**config.mk**
```make
export PLATFORM = sky130hd
export DESIGN_NAME = cpvc_ctrl
export DESIGN_NICKNAME = d
export VERILOG_FILES = /design/src/rtl/core/cpvc_pkg.sv /design/src/rtl/core/cpvc_ctrl.sv
export SDC_FILE = /design/constraint.sdc
export NUM_CORES = 1
export LEC_CHECK = 0
export ABC_AREA = 0
export BUFFER_PORTS_ARGS = -buffer_cell sky130_fd_sc_hd__clkbuf_2
export CAP_MARGIN = 0
export CORE_AREA = 8 8 45 47
export CTS_BUF_LIST = sky130_fd_sc_hd__clkbuf_4
export DETAILED_ROUTE_END_ITERATION = 16
export DIE_AREA = 0 0 53 55
export GPL_TIMING_DRIVEN = 0
export PLACE_DENSITY = 0.71
export SLEW_MARGIN = 40
export SYNTH_ARGS = -nofsm -noshare
export SYNTH_HDL_FRONTEND = slang
export SYNTH_SLANG_ARGS = --single-unit
```
**constraint.sdc**
```tcl
create_clock -name clk_i -period 1.3 [get_ports clk_i]
set_input_delay 0.26 -clock clk_i [delete_from_list [all_inputs] [get_ports clk_i]]
set_output_delay 0.26 -clock clk_i [all_outputs]
set_load 0.05 [all_outputs]
```
**src/rtl/core/cpvc_pkg.sv**
```systemverilog
// Shared types, codes and constants of the cascaded position/velocity controller.
package cpvc_pkg;

  localparam int unsigned TIMEOUT_TICKS = 1000;
  localparam int unsigned CFG_IDX_W     = 4;
  localparam int unsigned CFG_DATA_W    = 32;

  // mode and status codes
  localparam logic [2:0] MODE_STOP  = 3'd0;
  localparam logic [2:0] MODE_POS   = 3'd1;
  localparam logic [2:0] MODE_VEL   = 3'd2;
  localparam logic [2:0] MODE_TRQ   = 3'd3;
  localparam logic [2:0] MODE_DUTY  = 3'd4;
  localparam logic [2:0] MODE_ESTOP = 3'd5;
  localparam logic [2:0] STAT_ALARM = 3'd6;

  // configuration register indexes
  localparam logic [CFG_IDX_W-1:0] REG_POS_GAIN   = 4'd0;
  localparam logic [CFG_IDX_W-1:0] REG_DERIV_GAIN = 4'd1;
  localparam logic [CFG_IDX_W-1:0] REG_VEL_GAIN   = 4'd2;
  localparam logic [CFG_IDX_W-1:0] REG_INTEG_GAIN = 4'd3;
  localparam logic [CFG_IDX_W-1:0] REG_PLIM_HIGH  = 4'd4;
  localparam logic [CFG_IDX_W-1:0] REG_PLIM_LOW   = 4'd5;
  localparam logic [CFG_IDX_W-1:0] REG_DEAD_BAND  = 4'd6;
  localparam logic [CFG_IDX_W-1:0] REG_DUTY_LIMIT = 4'd7;

  typedef enum logic [4:0] {
    OP_NONE,
    OP_PCLAMP,
    OP_PDIFF,
    OP_PDBAND,
    OP_PEDIFF,
    OP_MUL_PG,
    OP_ACC_SET,
    OP_MUL_DG,
    OP_ACC_SUB,
    OP_VCLAMP,
    OP_VLOAD,
    OP_VERR,
    OP_MUL_IG,
    OP_INTEG,
    OP_MUL_VG,
    OP_ACC_PI,
    OP_DUTY,
    OP_TORQUE
  } dp_op_e;

  typedef struct packed {
    logic   accept;
    dp_op_e op;
    logic   out_load;
  } dp_cmd_t;

  typedef struct packed {
    logic [2:0] mode;
  } dp_stat_t;

  typedef struct packed {
    logic               cmd_valid;
    logic [2:0]         req_type;
    logic signed [31:0] pos_ref;
    logic signed [31:0] vel_ref;
    logic signed [31:0] torque_ref;
    logic signed [15:0] duty_ref;
    logic signed [31:0] pos_meas;
    logic signed [31:0] vel_meas;
    logic               test_mode;
    logic               drive_alarm;
  } tick_t;

  typedef struct packed {
    logic signed [15:0] duty_out;
    logic [2:0]         status_code;
    logic               timed_out;
    logic               brake;
  } res_t;

endpackage

```
**src/rtl/core/cpvc_ctrl.sv**
```systemverilog
// Controller: sequences one control tick through the datapath and owns the tick and result handshakes.
module cpvc_ctrl import cpvc_pkg::*; (
  input  logic     clk_i,
  input  logic     rst_ni,
  input  logic     tick_valid_i,
  output logic     tick_ready_o,
  output logic     res_valid_o,
  input  logic     res_ready_i,
  input  dp_stat_t stat_i,
  output dp_cmd_t  cmd_o
);

  localparam logic [4:0] S_IDLE    = 5'd0;
  localparam logic [4:0] S_ROUTE   = 5'd1;
  localparam logic [4:0] S_PCLAMP  = 5'd2;
  localparam logic [4:0] S_PDIFF   = 5'd3;
  localparam logic [4:0] S_PDBAND  = 5'd4;
  localparam logic [4:0] S_PEDIFF  = 5'd5;
  localparam logic [4:0] S_PMULP   = 5'd6;
  localparam logic [4:0] S_PACCP   = 5'd7;
  localparam logic [4:0] S_PMULD   = 5'd8;
  localparam logic [4:0] S_PACCD   = 5'd9;
  localparam logic [4:0] S_PVCLAMP = 5'd10;
  localparam logic [4:0] S_VLOAD   = 5'd11;
  localparam logic [4:0] S_VERR    = 5'd12;
  localparam logic [4:0] S_MULI    = 5'd13;
  localparam logic [4:0] S_INTEG   = 5'd14;
  localparam logic [4:0] S_MULV    = 5'd15;
  localparam logic [4:0] S_ACCPI   = 5'd16;
  localparam logic [4:0] S_DUTY    = 5'd17;
  localparam logic [4:0] S_TORQUE  = 5'd18;
  localparam logic [4:0] S_FIN     = 5'd19;

  logic [4:0] state_q, state_d;
  logic       res_valid_q, res_valid_d;
  logic       out_free;

  assign out_free     = !res_valid_q || res_ready_i;
  assign tick_ready_o = (state_q == S_IDLE);
  assign res_valid_o  = res_valid_q;

  always_comb begin
    state_d      = state_q;
    cmd_o.accept = 1'b0;
    cmd_o.op     = OP_NONE;
    cmd_o.out_load = 1'b0;
    unique case (state_q)
      S_IDLE: begin
        if (tick_valid_i) begin
          cmd_o.accept = 1'b1;
          state_d      = S_ROUTE;
        end
      end
      S_ROUTE: begin
        unique case (stat_i.mode)
          MODE_POS: state_d = S_PCLAMP;
          MODE_VEL: state_d = S_VLOAD;
          MODE_TRQ: state_d = S_TORQUE;
          default:  state_d = S_FIN;
        endcase
      end
      S_PCLAMP:  begin cmd_o.op = OP_PCLAMP;  state_d = S_PDIFF;   end
      S_PDIFF:   begin cmd_o.op = OP_PDIFF;   state_d = S_PDBAND;  end
      S_PDBAND:  begin cmd_o.op = OP_PDBAND;  state_d = S_PEDIFF;  end
      S_PEDIFF:  begin cmd_o.op = OP_PEDIFF;  state_d = S_PMULP;   end
      S_PMULP:   begin cmd_o.op = OP_MUL_PG;  state_d = S_PACCP;   end
      S_PACCP:   begin cmd_o.op = OP_ACC_SET; state_d = S_PMULD;   end
      S_PMULD:   begin cmd_o.op = OP_MUL_DG;  state_d = S_PACCD;   end
      S_PACCD:   begin cmd_o.op = OP_ACC_SUB; state_d = S_PVCLAMP; end
      S_PVCLAMP: begin cmd_o.op = OP_VCLAMP;  state_d = S_VERR;    end
      S_VLOAD:   begin cmd_o.op = OP_VLOAD;   state_d = S_VERR;    end
      S_VERR:    begin cmd_o.op = OP_VERR;    state_d = S_MULI;    end
      S_MULI:    begin cmd_o.op = OP_MUL_IG;  state_d = S_INTEG;   end
      S_INTEG:   begin cmd_o.op = OP_INTEG;   state_d = S_MULV;    end
      S_MULV:    begin cmd_o.op = OP_MUL_VG;  state_d = S_ACCPI;   end
      S_ACCPI:   begin cmd_o.op = OP_ACC_PI;  state_d = S_DUTY;    end
      S_DUTY:    begin cmd_o.op = OP_DUTY;    state_d = S_FIN;     end
      S_TORQUE:  begin cmd_o.op = OP_TORQUE;  state_d = S_FIN;     end
      S_FIN: begin
        if (out_free) begin
          cmd_o.out_load = 1'b1;
          state_d        = S_IDLE;
        end
      end
      default: state_d = S_IDLE;
    endcase
    res_valid_d = cmd_o.out_load || (res_valid_q && !res_ready_i);
  end

  always_ff @(posedge clk_i or negedge rst_ni) begin
    if (!rst_ni) begin
      state_q     <= S_IDLE;
      res_valid_q <= 1'b0;
    end else begin
      state_q     <= state_d;
      res_valid_q <= res_valid_d;
    end
  end

`ifndef NO_ASSERTIONS
  a_load_free: assert property (@(posedge clk_i) disable iff (!rst_ni)
    cmd_o.out_load |-> out_free) else $error("result overwritten before transfer");
  a_busy_after_accept: assert property (@(posedge clk_i) disable iff (!rst_ni)
    (tick_valid_i && tick_ready_o) |=> !tick_ready_o) else $error("second tick taken");
  a_result_from_fin: assert property (@(posedge clk_i) disable iff (!rst_ni)
    $rose(res_valid_q) |-> $past(state_q == S_FIN)) else $error("result without finish");
  a_pos_route: assert property (@(posedge clk_i) disable iff (!rst_ni)
    (state_q == S_ROUTE && stat_i.mode == MODE_POS) |=> (state_q == S_PCLAMP))
    else $error("position tick misrouted");
`endif

endmodule
```
## Word-level counts from Yosys, hierarchy flattened

Cells that the tools add are included.

| cells by class | value |
|---|---|
| eq/ne operators | 24 |
| mux-type cells | 9 |
| reduce and logical (&&, ||, !) cells | 9 |

Operators with widths:

| cell | count |
|---|---|
| 5-bit one-hot mux with 18 select lines | 1 |
| 5-bit one-hot mux with 17 select lines | 1 |
| 5-bit by 4-bit equality test with 1-bit output, second input constant | 8 |
| 5-bit by 3-bit equality test with 1-bit output, second input constant | 4 |
| 5-bit equality test, second input constant | 4 |
| 5-bit one-hot mux with 3 select lines | 1 |
| 5-bit by 2-bit equality test with 1-bit output, second input constant | 2 |
| 5-bit two-way mux | 2 |
| 3-bit by 2-bit equality test with 1-bit output, second input constant | 2 |
| 5-bit by 1-bit equality test with 1-bit output, second input constant | 1 |
| 5-bit logical NOT | 1 |
| 1-bit two-way mux | 4 |
| 2-bit inequality test, second input constant | 2 |
| 2-bit OR reduction | 2 |
| 3-bit by 1-bit equality test with 1-bit output, second input constant | 1 |
| 1-bit logical NOT | 2 |
| 1-bit logical OR | 2 |
| 2-bit AND reduction | 1 |
| 1-bit logical AND | 1 |

| word-level totals | value |
|---|---|
| flip-flop bits (word level) | 6 |
| input bits | 7 |
| output and inout port bits | 9 |
| word-level logic and storage cells | 44 |

## Longest topological paths before layout

| depth | value |
|---|---|
| word-level depth | 5 |
| mapped depth | 5 |
| mapped depth without buffers | 4 |

## Worst setup path before layout

No wires, ideal clock.

| path | value |
|---|---|
| kind | register -> output |
| start point | reg state_q[3] |
| end point | out cmd_o[3] in the netlist's numbering |
| arrival | 2.440 ns |
| required time | 1.040 ns |
| path slack | -1.400 ns |
| cell stages (with the launch flop) | 5 |
| path buffers | 1 |
| path through | dfrtp_1 buf_2 nand2b_1 and2_1 o41ai_1 |

RTL lines:

| what | line | RTL |
|---|---|---|
| from (decl) | cpvc_ctrl.sv:34 | `logic [4:0] state_q, state_d;` |
| from (signal assigned) | cpvc_ctrl.sv:95 | `state_q <= state_d;` |
| to (decl) | cpvc_ctrl.sv:10 | `output dp_cmd_t cmd_o` |

==> flow_summary.ini <==
[run_status]
status = finished, violations left
violations = setup timing

[floorplanning]
ioPinCount = 16
initial_utilization = 0.382
die_h_um = 55
die_w_um = 53
die_area_um2 = 2920
fp-row-count = 14
coreArea_um2 = 1380

[drt]
num_vias = 656
ant_nets = 0
vias_per_cell = 5.66
drt_iter0_markers = 21
drt_pre_antenna_iters = 4
wl_per_cell_um = 15.5
totalWireLength_um = 1790
drc = 0

[sta]
final-setup-viol-count = 14
setup_ws_ns = -0.663
clock_skew_ns = 0.00375
finalCriticalPeriod_ns = 1.96
fmax_mhz = 510
fin_crit_sh = 1.51
maxSlewViolCount = 0
rsz0062_at_grt = yes
hold_ws_ns = 0.305
max_slew_margin = 0.757
hold_viol_final = 0
worst_pin_slew_ns = 0.359

[global_routing]
grt_max_degree = 11
groute.usage.overall = 0.130
grt_pass1_wl_um = 2840
overflow = 0
antenna_found_initial = 0
grt_pass1_vias = 615

[setup_path]
crit_family = simple AND/OR/NAND/NOR gates
worstReg2RegEnd = state_q[3]$_DFFE_PN0P_
slowest_stage = or4b_4
end_kind = output pin
start_kind = flip-flop
reg2reg_depth = 9
r2r_setup_slack_ns = -0.32
critPathMaxFanout = 3
r2r-start = state_q[2]$_DFFE_PN0P_
crit_path_cell_trace = buf_6, o21a_4, or4b_4, o21ai_4, buf_8
cp.required_ns = 1.04
max_stage_delay_ns = 0.50
cp-startpoint = state_q[2]$_DFFE_PN0P_
critPathBufInv = 2
cp.arrival_ns = 1.70
critical_path_class = flip-flop to output pin

[synthesis]
synth.top_cell.area_share = 0.284
yosys.area.top_type = dfrtp_1
synth_seq_cells = 6
synthTopCellsByArea = dfrtp_1 28%, o21ai_0 6.6%, buf_6 6.4%, nor2_1 5.0%, xnor2_1 5.0%
synth_cell_types = 29
yosysWarnings = 0
syn_avg_cell_area_um2 = 7.65
syn-num-nets = 76
synthCells = 69
yosysSeqAreaShare = 0.284
syn_area_um2 = 528

[finish]
drive_above_1_share = 0.640
area_delta_synth_final_pct = 97.4
final_nets = 109
antennaDiodeCount = 0

[worst_hold_path]
min_from = tick_valid_i
min_path_cells = 3
whs_endpoint = state_q[0]$_DFFE_PN0P_
hold_path_class = primary input to flip-flop

[clocking]
clk_path_buf_depth = 2
cts_tree = done
clkTransAtPathRegs_ns = 0.05
cts_num_sinks = 6
cts_made_buffers = 3
htreeDepth = 1
cts_root_buf = clkbuf_4
clk_latency_ns = 0.25

[placed_design]
place_congestion = 0.797
io_buffers = 15
dp_hpwl_um = 1110

[run]
max-cap-violations = 0
-- cell usage in the layout, fill, tap and decap left out, drive strengths merged, types with 2 or more instances in the layout --
cell and count:
o22ai 2, nor3 4, a21oi 3, nand2 6
nand4 2, and2 2, nand2b 2, clkbuf 15
dfrtp 6, inv 3, buf 22, nand3 2
nor2 7, xnor2 3, nor4 2, o21ai 7
-- state kept, by name, summed over array words and instances (netlist names) --
name / count
state_q: 5
res_valid_o: 1
-- layout make-up --
class / instances / area (um^2)
well taps: 16 / 20.0
fillers: 92 / 342
flip-flops and latches: 6 / 150
plain buffers: 7 / 77.6
clock buffers: 3 / 22.5
multi-input cells: 53 / 494
inverters: 3 / 13.8
repair buffers: 28 / 264
-- routing by layer --
layer,global-route usage,wire length [um],vias to the layer above
li1,-,-,311
met1,0.150,728,308
met2,0.221,897,29
met3,0.0267,106,8
met4,0.0733,61,0
met5,0,0,-
-- worst reg2reg max path, cell delays in order (launching register included) --
cell and delay, ns:
dfrtp_1 0.38, buf_6 0.12, buf_4 0.13, buf_8 0.13, buf_6 0.12, buf_4 0.13, and3_4 0.19, a21oi_4 0.14
a21oi_2 0.05, nor3_2 0.16
-- through the flow --
| stage | TNS, ns | area [um^2] | std cells | utilization | worst slack, ns |
|---|---|---|---|---|---|
| 5_1_grt | -6.67 | 1040 | 116 | 0.753 | -0.696 |
| 3_5_place_dp | -2.78 | 732 | 100 | 0.529 | -0.589 |
| 4_1_cts | -4.87 | 931 | 109 | 0.673 | -0.685 |
| 3_3_place_gp | -2.69 | 732 | 100 | 0.529 | -0.570 |
| 2_1_floorplan | -2.12 | 637 | 69 | - | -0.433 |
| 6_report | -5.74 | 1040 | 116 | 0.753 | -0.663 |
-- what timing repair did --
action                     4_1_cts  5_1_grt
resized for setup               32       18
setup endpoints to repair       10       13
buffers inserted                 5        8
pin swaps                        8       13
gates cloned                     0        0
hold buffers                     1        0
hold endpoints to repair         6        0
-- Yosys cell counts --
| master | count |
|---|---|
| clkbuf_1 | 1 |
| nand2b_1 | 2 |
| xnor2_1 | 3 |
| a21oi_1 | 3 |
| a211oi_1 | 1 |
| and2_1 | 2 |
| nor4b_1 | 1 |
| dfrtp_1 | 6 |
| nor2b_1 | 1 |
| buf_4 | 2 |
| o41ai_1 | 1 |
| or4b_1 | 1 |
| or3b_1 | 1 |
| buf_2 | 1 |
| mux2i_1 | 1 |
| o21ai_0 | 7 |
| nor3_1 | 4 |
| and3_2 | 1 |
| o211ai_1 | 1 |
| o21a_1 | 1 |
| a32oi_1 | 1 |
| nor2_1 | 7 |
| nand2_1 | 6 |
| nand4_1 | 2 |
| nor4_1 | 2 |
| nand3_1 | 2 |
| buf_6 | 3 |
| inv_1 | 3 |
| o22ai_1 | 2 |
-- how the worst max path moves through the flow --
| stage | endpoint | slack [ns] | cells after the start |
|---|---|---|---|
| 5_1_grt | cmd_o[2] | -0.70 | 5 |
| 4_1_cts | cmd_o[2] | -0.68 | 5 |
| 2_1_floorplan | cmd_o[6] | -0.43 | 4 |
| 3_5_place_dp | cmd_o[2] | -0.59 | 5 |
| 3_3_place_gp | cmd_o[2] | -0.57 | 5 |
| 6_report | cmd_o[2] | -0.66 | 5 |
-- logic make-up (layout without fill, tap and decap cells) --
kind of cell,Yosys count,in the layout,share of synthesized area
mux,1,1,0.0190
simple gates,32,32,0.322
compound gates,17,17,0.194
xor+xnor,3,3,0.0498
flops,6,6,0.284
buf+inv,10,41,0.130
Power is left out: the tool's default activity adds up to more than one toggle a clock period on the data nets, which glitch-free logic cannot reach.
